File: config.mk
export PLATFORM = sky130hd
export DESIGN_NAME = pattern_encoder_position_tracker_top_flat
export DESIGN_NICKNAME = d
export VERILOG_FILES = /design/src/rtl/pept_pkg.sv /design/src/rtl/pept_in_if.sv /design/src/rtl/pept_out_if.sv /design/src/rtl/pattern_encoder_position_tracker_top.sv /design/src/rtl/pept_cfg_regs.sv /design/src/rtl/pept_pattern_mem.sv /design/src/rtl/pept_track_unit.sv /design/src/flat_wrapper.sv
export SDC_FILE = /design/constraint.sdc
export NUM_CORES = 2
export LEC_CHECK = 0
export BUFFER_PORTS_ARGS = -buffer_cell sky130_fd_sc_hd__buf_2
export CORE_MARGIN = 5
export CORE_UTILIZATION = 40
export DETAILED_ROUTE_END_ITERATION = 12
export MAX_ROUTING_LAYER = met4
export PLACE_DENSITY = 0.63
export SYNTH_ARGS = -nofsm -noshare
export SYNTH_HDL_FRONTEND = slang
export SYNTH_SLANG_ARGS = --single-unit
export TNS_END_PERCENT = 50
File: constraint.sdc
create_clock -name clk -period 8.01 [get_ports clk]
set_input_delay 0.4005 -clock clk [delete_from_list [all_inputs] [get_ports clk]]
set_output_delay 0.4005 -clock clk [all_outputs]
set_load 0.005 [all_outputs]
File: src/rtl/pept_pkg.sv
// Shared types, codes and constants of the pattern encoder position tracker.
package pept_pkg;

	localparam int unsigned PATTERN_DEPTH_DEF = 1024;
	localparam int unsigned STAT_WIDTH_DEF = 32;

	localparam int unsigned OP_W = 3;
	localparam int unsigned POS_OUT_W = 10;
	localparam int unsigned RUN_W = 16;
	localparam int unsigned STAT_OUT_W = 32;
	localparam int unsigned LEN_W = 11;
	localparam int unsigned MAXF_W = 8;
	localparam int unsigned CFG_IDX_W = 1;
	localparam int unsigned CFG_DATA_W = 11;

	localparam logic [RUN_W-1:0] RUN_MAX = '1;
	localparam logic [LEN_W-1:0] LEN_RESET = 11'd1024;
	localparam logic [MAXF_W-1:0] MAXF_RESET = 8'd3;

	typedef enum logic [CFG_IDX_W-1:0] {
		CFG_PATTERN_LENGTH = 1'b0,
		CFG_MAX_FAILURES = 1'b1
	} cfg_reg_t;

	typedef enum logic [OP_W-1:0] {
		OP_TRACK = 3'd0,
		OP_INIT = 3'd1,
		OP_RESET = 3'd2,
		OP_LOAD = 3'd3,
		OP_CLEAR = 3'd4
	} op_t;

	typedef enum logic [1:0] {
		ST_VALID = 2'd0,
		ST_UNCERTAIN = 2'd1,
		ST_INVALID = 2'd2,
		ST_DONE = 2'd3
	} status_t;

	typedef enum logic [2:0] {
		MODE_UNINIT = 3'b001,
		MODE_TRACKING = 3'b010,
		MODE_LOST = 3'b100
	} mode_t;

	localparam logic [1:0] MODE_CODE_UNINIT = 2'd0;
	localparam logic [1:0] MODE_CODE_TRACKING = 2'd1;
	localparam logic [1:0] MODE_CODE_LOST = 2'd2;

	typedef struct packed {
		op_t op;
		logic sensed_bit;
	} item_ctl_t;

	typedef struct packed {
		status_t status;
		logic [POS_OUT_W-1:0] track_pos;
		logic [1:0] tracker_mode;
		logic [RUN_W-1:0] failure_count;
		logic [STAT_OUT_W-1:0] update_count;
		logic [STAT_OUT_W-1:0] hit_count;
		logic [STAT_OUT_W-1:0] miss_count;
		logic [STAT_OUT_W-1:0] correction_count;
	} result_t;

	// Position registers are at least as wide as the start index field.
	function automatic int unsigned pos_width(int unsigned depth);
		int unsigned aw;
		aw = (depth > 1) ? $clog2(depth) : 1;
		return (aw > POS_OUT_W) ? aw : POS_OUT_W;
	endfunction

	function automatic int unsigned addr_width(int unsigned depth);
		return (depth > 1) ? $clog2(depth) : 1;
	endfunction

	function automatic logic [1:0] mode_code(mode_t m);
		logic [1:0] c;
		case (m)
			MODE_UNINIT: c = MODE_CODE_UNINIT;
			MODE_TRACKING: c = MODE_CODE_TRACKING;
			MODE_LOST: c = MODE_CODE_LOST;
			default: c = MODE_CODE_UNINIT;
		endcase
		return c;
	endfunction

endpackage

File: src/rtl/pept_in_if.sv
// Input channel interface: one track item per transaction.
interface pept_in_if;
	logic valid;
	logic ready;
	logic [2:0] operation;
	logic sensed_bit;
	logic move_backward;
	logic [9:0] position_index;

	modport source (output valid, operation, sensed_bit, move_backward, position_index,
		input ready);
	modport sink (input valid, operation, sensed_bit, move_backward, position_index,
		output ready);
endinterface

File: src/rtl/pept_out_if.sv
// Output channel interface: one tracker result per transaction.
interface pept_out_if;
	logic valid;
	logic ready;
	logic [1:0] status;
	logic [9:0] track_pos;
	logic [1:0] tracker_mode;
	logic [15:0] failure_count;
	logic [31:0] update_count;
	logic [31:0] hit_count;
	logic [31:0] miss_count;
	logic [31:0] correction_count;

	modport source (output valid, status, track_pos, tracker_mode, failure_count,
		update_count, hit_count, miss_count, correction_count,
		input ready);
	modport sink (input valid, status, track_pos, tracker_mode, failure_count,
		update_count, hit_count, miss_count, correction_count,
		output ready);
endinterface

File: src/rtl/pattern_encoder_position_tracker_top.sv
// Top level of the pattern encoder position tracker.
//
//   Channel   Direction  Payload                                          Handshake
//   item      in         operation, sensed_bit, move_backward,            valid/ready
//                        position_index
//   result    out        status, track_pos, tracker_mode,                 valid/ready
//                        failure_count and the four statistics counters
//   cfg       in         cfg_index, cfg_data                               cfg_we only
//
// A transaction is accepted into stage one, and its result is then registered in the
// result register, from which it is offered; a new transaction is accepted in every
// cycle while the output does not stall.
// The acceptance edge reads the code track store at the stepped and the unchanged
// position; stage one compares and updates the tracker, and the result register
// holds the outcome.
// The step addresses of an accepted transaction are formed from the position that
// the transaction in stage one leaves, so no bubble separates dependent items.
// Reset clears the tracker state, the statistics and the valid flags at once; the
// track store has no clearing pass and holds unknown bits until they are loaded.
// A stalled result holds its register; stage one can still take one more
// transaction, and once it is full the input stalls as well.
module pattern_encoder_position_tracker_top import pept_pkg::*; #(
	parameter int unsigned PATTERN_DEPTH = PATTERN_DEPTH_DEF,
	parameter int unsigned STAT_WIDTH = STAT_WIDTH_DEF
) (
	input logic clk,
	input logic arst_n,
	input logic cfg_we,
	input logic [CFG_IDX_W-1:0] cfg_index,
	input logic [CFG_DATA_W-1:0] cfg_data,
	pept_in_if.sink item,
	pept_out_if.source result
);

	localparam int unsigned PW = pos_width(PATTERN_DEPTH);
	localparam int unsigned AW = addr_width(PATTERN_DEPTH);
	localparam logic [PW:0] DEPTH_V = (PW+1)'(PATTERN_DEPTH);

	logic [PW:0] len_eff;
	logic [MAXF_W-1:0] max_failures;

	logic accept;
	logic adv_s1;
	op_t in_op;

	// Address generation for the item being accepted.
	logic [PW-1:0] pos_fwd;
	logic [PW:0] pos_inc;
	logic [PW-1:0] step_fwd, step_bwd, step_pos, idx_ext;
	logic step_ok, cur_ok, idx_ok;

	// Stage one.
	logic valid_s1;
	item_ctl_t ctl_s1;
	logic [PW-1:0] pos_arg_s1;
	logic next_ok_s1, cur_ok_s1;
	logic rd_next, rd_cur;

	// Result register.
	logic valid_s2;
	result_t res_s2;
	result_t res;

	pept_cfg_regs #(.PATTERN_DEPTH(PATTERN_DEPTH)) u_cfg (
		.clk(clk),
		.arst_n(arst_n),
		.cfg_we(cfg_we),
		.cfg_index(cfg_index),
		.cfg_data(cfg_data),
		.len_eff(len_eff),
		.max_failures(max_failures)
	);

	// Stage one moves on whenever the result register is empty or being taken.
	assign adv_s1 = !valid_s2 || result.ready;
	assign item.ready = !valid_s1 || adv_s1;
	assign accept = item.valid && item.ready;
	assign in_op = op_t'(item.operation);

	// One step along the track, wrapping at the effective length. A position at or
	// past the length also wraps to zero when stepping forward.
	assign pos_inc = {1'b0, pos_fwd} + 1'b1;
	assign step_fwd = (pos_inc >= len_eff) ? '0 : pos_inc[PW-1:0];
	assign step_bwd = (pos_fwd == '0) ? PW'(len_eff - 1'b1) : pos_fwd - 1'b1;
	assign step_pos = item.move_backward ? step_bwd : step_fwd;

	// Places outside the store read as a zero code bit.
	assign step_ok = {1'b0, step_pos} < DEPTH_V;
	assign cur_ok = {1'b0, pos_fwd} < DEPTH_V;
	assign idx_ext = PW'(item.position_index);
	assign idx_ok = {1'b0, idx_ext} < DEPTH_V;

	pept_pattern_mem #(.PATTERN_DEPTH(PATTERN_DEPTH)) u_mem (
		.clk(clk),
		.we(accept && (in_op == OP_LOAD) && idx_ok),
		.waddr(idx_ext[AW-1:0]),
		.wdata(item.sensed_bit),
		.re(accept),
		.raddr_a(step_pos[AW-1:0]),
		.raddr_b(pos_fwd[AW-1:0]),
		.rdata_a(rd_next),
		.rdata_b(rd_cur)
	);

	always_ff @(posedge clk or negedge arst_n) begin
		if (!arst_n) begin
			valid_s1 <= 1'b0;
		end else if (item.ready) begin
			valid_s1 <= item.valid;
		end
	end

	always_ff @(posedge clk) begin
		if (accept) begin
			ctl_s1.op <= in_op;
			ctl_s1.sensed_bit <= item.sensed_bit;
			pos_arg_s1 <= (in_op == OP_INIT) ? idx_ext : step_pos;
			next_ok_s1 <= step_ok;
			cur_ok_s1 <= cur_ok;
		end
	end

	pept_track_unit #(
		.PATTERN_DEPTH(PATTERN_DEPTH),
		.STAT_WIDTH(STAT_WIDTH)
	) u_track (
		.clk(clk),
		.arst_n(arst_n),
		.item_valid(valid_s1),
		.advance(adv_s1),
		.ctl(ctl_s1),
		.pos_arg(pos_arg_s1),
		.bit_next(next_ok_s1 & rd_next),
		.bit_cur(cur_ok_s1 & rd_cur),
		.max_failures(max_failures),
		.pos_fwd(pos_fwd),
		.res(res)
	);

	always_ff @(posedge clk or negedge arst_n) begin
		if (!arst_n) begin
			valid_s2 <= 1'b0;
		end else if (adv_s1) begin
			valid_s2 <= valid_s1;
		end
	end

	always_ff @(posedge clk) begin
		if (adv_s1 && valid_s1) begin
			res_s2 <= res;
		end
	end

	assign result.valid = valid_s2;
	assign result.status = res_s2.status;
	assign result.track_pos = res_s2.track_pos;
	assign result.tracker_mode = res_s2.tracker_mode;
	assign result.failure_count = res_s2.failure_count;
	assign result.update_count = res_s2.update_count;
	assign result.hit_count = res_s2.hit_count;
	assign result.miss_count = res_s2.miss_count;
	assign result.correction_count = res_s2.correction_count;

endmodule

File: src/rtl/pept_cfg_regs.sv
// Configuration registers and the clamped effective track length.
module pept_cfg_regs import pept_pkg::*; #(
	parameter int unsigned PATTERN_DEPTH = PATTERN_DEPTH_DEF,
	localparam int unsigned PW = pos_width(PATTERN_DEPTH)
) (
	input logic clk,
	input logic arst_n,
	input logic cfg_we,
	input logic [CFG_IDX_W-1:0] cfg_index,
	input logic [CFG_DATA_W-1:0] cfg_data,
	output logic [PW:0] len_eff,
	output logic [MAXF_W-1:0] max_failures
);

	localparam logic [PW:0] DEPTH_V = (PW+1)'(PATTERN_DEPTH);

	logic [LEN_W-1:0] length_q;
	logic [MAXF_W-1:0] maxf_q;
	logic [PW:0] len_ext;

	always_ff @(posedge clk or negedge arst_n) begin
		if (!arst_n) begin
			length_q <= LEN_RESET;
			maxf_q <= MAXF_RESET;
		end else if (cfg_we) begin
			case (cfg_reg_t'(cfg_index))
				CFG_PATTERN_LENGTH: length_q <= cfg_data[LEN_W-1:0];
				CFG_MAX_FAILURES: maxf_q <= cfg_data[MAXF_W-1:0];
				default: ;
			endcase
		end
	end

	// A zero length acts as one; a length past the store acts as the store depth.
	assign len_ext = (PW+1)'(length_q);
	always_comb begin
		if (length_q == '0) begin
			len_eff = (PW+1)'(1);
		end else if (len_ext > DEPTH_V) begin
			len_eff = DEPTH_V;
		end else begin
			len_eff = len_ext;
		end
	end

	assign max_failures = maxf_q;

endmodule

File: src/rtl/pept_pattern_mem.sv
// Code track store: one write port and two registered read ports.
module pept_pattern_mem import pept_pkg::*; #(
	parameter int unsigned PATTERN_DEPTH = PATTERN_DEPTH_DEF,
	localparam int unsigned AW = addr_width(PATTERN_DEPTH)
) (
	input logic clk,
	input logic we,
	input logic [AW-1:0] waddr,
	input logic wdata,
	input logic re,
	input logic [AW-1:0] raddr_a,
	input logic [AW-1:0] raddr_b,
	output logic rdata_a,
	output logic rdata_b
);

	logic mem [PATTERN_DEPTH];

	always_ff @(posedge clk) begin
		if (we) begin
			mem[waddr] <= wdata;
		end
		if (re) begin
			rdata_a <= mem[raddr_a];
			rdata_b <= mem[raddr_b];
		end
	end

endmodule

File: src/rtl/pept_track_unit.sv
// Tracker state, statistics and the per-item update of stage one.
module pept_track_unit import pept_pkg::*; #(
	parameter int unsigned PATTERN_DEPTH = PATTERN_DEPTH_DEF,
	parameter int unsigned STAT_WIDTH = STAT_WIDTH_DEF,
	localparam int unsigned PW = pos_width(PATTERN_DEPTH)
) (
	input logic clk,
	input logic arst_n,
	input logic item_valid,
	input logic advance,
	input item_ctl_t ctl,
	input logic [PW-1:0] pos_arg,
	input logic bit_next,
	input logic bit_cur,
	input logic [MAXF_W-1:0] max_failures,
	output logic [PW-1:0] pos_fwd,
	output result_t res
);

	logic [PW-1:0] pos_q, pos_n;
	mode_t mode_q, mode_n;
	logic [RUN_W-1:0] run_q, run_n, run_inc;
	logic [STAT_WIDTH-1:0] upd_q, upd_n, ok_q, ok_n, fail_q, fail_n, corr_q, corr_n;
	status_t status;

	assign run_inc = (run_q == RUN_MAX) ? run_q : run_q + 1'b1;

	always_comb begin
		pos_n = pos_q;
		mode_n = mode_q;
		run_n = run_q;
		upd_n = upd_q;
		ok_n = ok_q;
		fail_n = fail_q;
		corr_n = corr_q;
		status = ST_INVALID;
		case (ctl.op)
			OP_TRACK: begin
				if (mode_q != MODE_UNINIT) begin
					upd_n = upd_q + 1'b1;
					if (bit_next == ctl.sensed_bit) begin
						pos_n = pos_arg;
						run_n = '0;
						ok_n = ok_q + 1'b1;
						mode_n = MODE_TRACKING;
						status = ST_VALID;
					end else begin
						run_n = run_inc;
						fail_n = fail_q + 1'b1;
						if (run_inc >= RUN_W'(max_failures)) begin
							// Threshold reached: the bit at the old place may still vouch.
							if (bit_cur == ctl.sensed_bit) begin
								run_n = '0;
								mode_n = MODE_TRACKING;
								corr_n = corr_q + 1'b1;
								status = ST_VALID;
							end else begin
								mode_n = MODE_LOST;
								status = ST_INVALID;
							end
						end else begin
							status = ST_UNCERTAIN;
						end
					end
				end
			end
			OP_INIT: begin
				pos_n = pos_arg;
				mode_n = MODE_TRACKING;
				run_n = '0;
				status = ST_DONE;
			end
			OP_RESET: begin
				pos_n = '0;
				mode_n = MODE_UNINIT;
				run_n = '0;
				status = ST_DONE;
			end
			OP_LOAD: begin
				status = ST_DONE;
			end
			OP_CLEAR: begin
				upd_n = '0;
				ok_n = '0;
				fail_n = '0;
				corr_n = '0;
				status = ST_DONE;
			end
			default: begin
				status = ST_INVALID;
			end
		endcase
	end

	always_ff @(posedge clk or negedge arst_n) begin
		if (!arst_n) begin
			pos_q <= '0;
			mode_q <= MODE_UNINIT;
			run_q <= '0;
			upd_q <= '0;
			ok_q <= '0;
			fail_q <= '0;
			corr_q <= '0;
		end else if (item_valid && advance) begin
			pos_q <= pos_n;
			mode_q <= mode_n;
			run_q <= run_n;
			upd_q <= upd_n;
			ok_q <= ok_n;
			fail_q <= fail_n;
			corr_q <= corr_n;
		end
	end

	// The next item's addresses are formed from the position this item leaves.
	assign pos_fwd = item_valid ? pos_n : pos_q;

	always_comb begin
		res.status = status;
		res.track_pos = POS_OUT_W'(pos_n);
		res.tracker_mode = mode_code(mode_n);
		res.failure_count = run_n;
		res.update_count = STAT_OUT_W'(upd_n);
		res.hit_count = STAT_OUT_W'(ok_n);
		res.miss_count = STAT_OUT_W'(fail_n);
		res.correction_count = STAT_OUT_W'(corr_n);
	end

endmodule

File: src/flat_wrapper.sv
// flat-port wrapper written by rule: the top's interface ports become plain ports
module pattern_encoder_position_tracker_top_flat import pept_pkg::*;
#(
	parameter int unsigned PATTERN_DEPTH = PATTERN_DEPTH_DEF,
	parameter int unsigned STAT_WIDTH = STAT_WIDTH_DEF
)
  (clk, arst_n, cfg_we, cfg_index, cfg_data, item_valid, item_operation, item_sensed_bit, item_move_backward, item_position_index, item_ready, result_valid, result_status, result_track_pos, result_tracker_mode, result_failure_count, result_update_count, result_hit_count, result_miss_count, result_correction_count, result_ready);
  pept_in_if item_i ();
  pept_out_if result_i ();
  input logic clk;
  input logic arst_n;
  input logic cfg_we;
  input logic [CFG_IDX_W-1:0] cfg_index;
  input logic [CFG_DATA_W-1:0] cfg_data;
  input wire logic [$bits(item_i.valid)-1:0] item_valid;
  input wire logic [$bits(item_i.operation)-1:0] item_operation;
  input wire logic [$bits(item_i.sensed_bit)-1:0] item_sensed_bit;
  input wire logic [$bits(item_i.move_backward)-1:0] item_move_backward;
  input wire logic [$bits(item_i.position_index)-1:0] item_position_index;
  output wire logic [$bits(item_i.ready)-1:0] item_ready;
  output wire logic [$bits(result_i.valid)-1:0] result_valid;
  output wire logic [$bits(result_i.status)-1:0] result_status;
  output wire logic [$bits(result_i.track_pos)-1:0] result_track_pos;
  output wire logic [$bits(result_i.tracker_mode)-1:0] result_tracker_mode;
  output wire logic [$bits(result_i.failure_count)-1:0] result_failure_count;
  output wire logic [$bits(result_i.update_count)-1:0] result_update_count;
  output wire logic [$bits(result_i.hit_count)-1:0] result_hit_count;
  output wire logic [$bits(result_i.miss_count)-1:0] result_miss_count;
  output wire logic [$bits(result_i.correction_count)-1:0] result_correction_count;
  input wire logic [$bits(result_i.ready)-1:0] result_ready;
  assign item_i.valid = item_valid;
  assign item_i.operation = item_operation;
  assign item_i.sensed_bit = item_sensed_bit;
  assign item_i.move_backward = item_move_backward;
  assign item_i.position_index = item_position_index;
  assign item_ready = item_i.ready;
  assign result_valid = result_i.valid;
  assign result_status = result_i.status;
  assign result_track_pos = result_i.track_pos;
  assign result_tracker_mode = result_i.tracker_mode;
  assign result_failure_count = result_i.failure_count;
  assign result_update_count = result_i.update_count;
  assign result_hit_count = result_i.hit_count;
  assign result_miss_count = result_i.miss_count;
  assign result_correction_count = result_i.correction_count;
  assign result_i.ready = result_ready;
  pattern_encoder_position_tracker_top #(.PATTERN_DEPTH(PATTERN_DEPTH), .STAT_WIDTH(STAT_WIDTH)) u_core (.clk(clk), .arst_n(arst_n), .cfg_we(cfg_we), .cfg_index(cfg_index), .cfg_data(cfg_data), .item(item_i), .result(result_i));
endmodule
==> impl_metrics.py <==
metrics = {
    "synthesis": {
        "synth_cells": 8024,
        "syn_area_per_cell_um2": 9.14,
        "synth_nets": 8082,
        "ys_seq_elements": 1376,
        "synth_ff_type": "edfxtp_1",
        "yosys_warnings": 0,
        "yosys.area_share.xor_xnor_pct": 0.285,
        "yosysUniqueCellTypes": 91,
        "muxShareOfSynthArea_pct": 3.15,
        "synth_top_family_by_area": "simple AND/OR/NAND/NOR gates",
        "syn_area_um2": 73300,
        "synthArstFlopShare_pct": 12.9,
        "synth_compound_area_share_pct": 11.0,
        "synth-edff-count": 1198,
        "synth-seq-area-share_pct": 55.1,
        "synth_fa_ha_area_share_pct": 0.444,
        "synthSimpleGateAreaFrac_pct": 25.7,
    },
    "floorplanning": {
        "io_pins": 192,
        "core_area_um2": 183000,
        "die_h_um": 438,
        "start_util_pct": 40.1,
        "rows": 157,
        "die_w_um": 438,
        "dieArea_um2": 192000,
    },
    "cells_and_area": {
        "final_common_cell": "nand2_1",
        "regArea_um2": 40400,
        "final_cell_mix": "nand2_1 (2138), nor2_1 (1255), edfxtp_1 (1198), nand3_1 (656), o21ai_0 (262)",
        "area.growth.synth_to_final_pct": 11.0,
        "multi_input_area_um2": 30100,
        "fill_cells": 17300,
        "drive_gt1_share_pct": 9.54,
        "final_core_util_pct": 44.5,
        "nNetsFinal": 7917,
    },
    "setup_path": {
        "arrival_ps": 8430,
        "slowest_delay_ps": 740,
        "cp_slowest_cell": "nor4_2",
        "endpoint_kind": "flip-flop",
        "worstPathCellList": "xnor2_1 > o211ai_1 > o211a_4 > nor4_2 > and3_1 > nand4_1 > xor2_1 > inv_1 > ha_1 > a21o_1 > a211oi_1 > o21ai_0 > nor2_2 > a21oi_4 > buf_4 > a2111oi_0 > nor3_1 > nor4_2 > o31ai_1 > nand4_1 > o22ai_1 > o41a_1",
        "worst-path-max-fanout": 20,
        "crit_path_start_kind": "flip-flop",
        "worstPathRequired_ps": 8580,
        "crit_type": "flip-flop to flip-flop",
    },
    "worst_hold_path": {
        "worstHoldPathType": "input pin to flip-flop",
    },
    "sta": {
        "drv_slew": 0,
        "slew_headroom_pct": 15.9,
        "tightestPinTransition_ps": 1260,
        "whs_ps": 85.5,
        "setup_viol": 0,
        "clock_skew_ps": 35.5,
        "setup_slack_ps": 145,
        "finalHoldViolCount": 0,
        "rsz0062_at_grt": "false",
        "finalCritPeriodShare_pct": 98.2,
        "timing.fmax_mhz": 127,
        "final.min_clock_period_ps": 7860,
    },
    "grt": {
        "grt_pass1_vias": 59600,
        "grt_max_degree": 253,
        "grt_pass1_wl_mm": 398,
        "antenna_found_initial": 7,
        "grt-ovfl-total": 0,
        "grt.total_usage_pct": 28.4,
    },
    "pwr": {
        "irDropWorstVdd_v": 0.000286,
        "leakagePower_nw": 28.7,
        "power_density_nw_per_um2": 318,
    },
    "drt": {
        "routed_via_density": 6.29,
        "drt_wl_total_mm": 277,
        "ant_nets": 0,
        "drc": 0,
        "first_iter_violations": 10800,
        "vias": 65300,
        "wl_per_cell_um": 26.7,
        "dr.pass1.iters": 9,
    },
    "place": {
        "hpwl_mm": 156,
        "portBuffers": 191,
        "place_congestion": 0.928,
        "dp_worst_setup_slack_ps": -393,
    },
    "clock_network": {
        "cts.sinks": 1376,
        "cts_buffers": 152,
        "worstSkewPairLatency_ps": 820,
        "clock-root-buffer": "clkbuf_16",
        "cts_tree": "built",
        "clk_path_buf_depth": 3,
        "h-tree-depth": 4,
        "clkTransAtPathRegs_ps": 60,
    },
    "outcome": {
        "status": "finished, final reports clean",
    },
    "run": {
        "drv_cap": 0,
    },
}
[where the power goes]
group          internal, mW  switching (mW)  total [mW]
clock                  3.89            3.04        6.93
sequential             8.08           0.237        8.32
combinational          3.11            7.52        10.6
total                  15.1            10.8        25.9
[final timing paths]
| kind | startpoint | end | slack [ps] | cells after the start |
|---|---|---|---|---|
| setup / recovery | u_core.u_mem.rdata_a$_DFFE_PP_ | u_core.u_mem.rdata_a$_DFFE_PP_ | 150 | 22 |
| hold / removal | cfg_index | u_core.u_cfg.len_ext[10]$_DFFE_PN1P_ | 90 | 4 |
| setup reg to reg | u_core.u_mem.rdata_a$_DFFE_PP_ | u_core.u_mem.rdata_a$_DFFE_PP_ | 150 | 22 |
| hold reg to reg | u_core.u_track.mode_q[0]$_DFFE_PN1P_ | u_core.u_track.mode_q[0]$_DFFE_PN1P_ | 490 | 2 |
| max in group asynchronous | arst_n | u_core.u_track.run_q[5]$_DFFE_PN0P_ | 6210 | 3 |
| min in group asynchronous | arst_n | u_core.u_track.ok_q[13]$_DFFE_PN0P_ | 270 | 2 |
[sequential cells by signal, summed over array words and instances (netlist names)]
register / count
u_core.u_track.corr_q: 32
u_core.result.valid: 1
u_core.valid_s1: 1
u_core.u_track.upd_q: 32
u_core.u_track.run_q: 16
u_core.u_mem.rdata_b: 1
u_core.u_cfg.len_ext: 11
u_core.u_track.fail_q: 32
u_core.result.status: 2
u_core.result.update_count: 32
u_core.result.hit_count: 32
u_core.u_mem.rdata_a: 1
u_core.u_track.pos_q: 10
u_core.result.correction_count: 32
u_core.u_cfg.max_failures: 8
u_core.result.failure_count: 16
u_core.result.track_pos: 10
u_core.result.miss_count: 32
u_core.u_track.mode_q: 3
u_core.ctl_s1: 4
u_core.result.tracker_mode: 2
u_core.u_track.ok_q: 32
u_core.u_mem.mem: 1024
u_core.pos_arg_s1: 10
[cell usage after synthesis (14+ instances only)]
cell type	number	area [um^2]
a211oi_1	27	203
a21o_1	17	128
a21oi_1	199	996
a221o_1	21	210
a221oi_1	34	298
a22o_1	25	219
a311oi_1	236	2070
a31oi_1	58	363
a32o_1	32	320
a32oi_1	35	307
and3_1	186	1160
buf_1	79	297
buf_2	113	566
buf_6	16	180
clkbuf_1	488	1830
dfrtp_1	174	4350
edfxtp_1	1198	36000
ha_1	26	325
inv_1	38	143
mux2_2	55	619
mux2i_1	133	1330
mux4_2	16	360
nand2_1	2172	8150
nand3_1	656	3280
nand4_1	25	156
nor2_1	1258	4720
nor3_1	83	415
nor4_1	26	163
o211ai_1	15	113
o21ai_0	262	1310
o31ai_1	41	308
or3_1	16	100
xnor2_1	14	123
[stage by stage]
stage / cells / area [um^2] / TNS [ps] / power [mW]
final: 10400 / 81400 / 0 / 25.9
after global routing: 10400 / 81300 / 0 / 26.5
after CTS: 10400 / 81300 / 0 / 25.5
after detailed placement: 10100 / 76300 / -393 / 18.6
after global placement: 10100 / 76300 / -459 / 18.5
after floorplan: 8024 / 73300 / 0 / 14.4
[timing repair]
action                                  CTS  global route
endpoints found under the hold margin   129             0
endpoints found under the setup margin    1             1
hold buffers                             16             0
resized for setup                         2             6
pin swaps                                 0             0
setup buffers                             0             0
[critical path: cells and delay by family, from the launching register on]
family                     cells  cell delay [ps]
AOI/OAI and AO/OA             10             3250
xor gates and xnor gates       2              650
DFF                            1              550
buffers and inverters          2              490
adders and majority gates      1              300
and+or+nand+nor                7             2350
[layer usage]
layer / GRT usage [%] / vias up / wire (um) / part of all wire (%)
li1: - / 28000 / - / -
met1: 37.5 / 31600 / 105000 / 38
met2: 40.2 / 4722 / 117000 / 42
met3: 7.60 / 957 / 38000 / 14
met4: 14.5 / 0 / 16800 / 6.1
met5: - / - / 0 / 0
[area by class of cell]
cell class / instances / area share [%]
diodes: 8 / 0.0246
clock buffers: 201 / 5.09
clock inverters: 78 / 0.864
inverters: 40 / 0.212
multi-input cells: 5897 / 37.0
flip-flops and latches: 1376 / 49.7
well taps: 2385 / 3.67
repair buffers: 392 / 3.48
[cells by family (layout without fill, tap and decap cells)]
kind of cell / after synthesis / count (layout)
AO/OA/AOI/OAI: 1132 / 1132
AND/OR/NAND/NOR: 4512 / 4512
buffers and inverters: 751 / 711
adder cells (fa/ha/maj): 26 / 26
other: 0 / 8
XOR/XNOR: 23 / 23
flip-flops: 1376 / 1376
multiplexers: 204 / 204
Note: power is estimated with default switching activity, not from simulation.
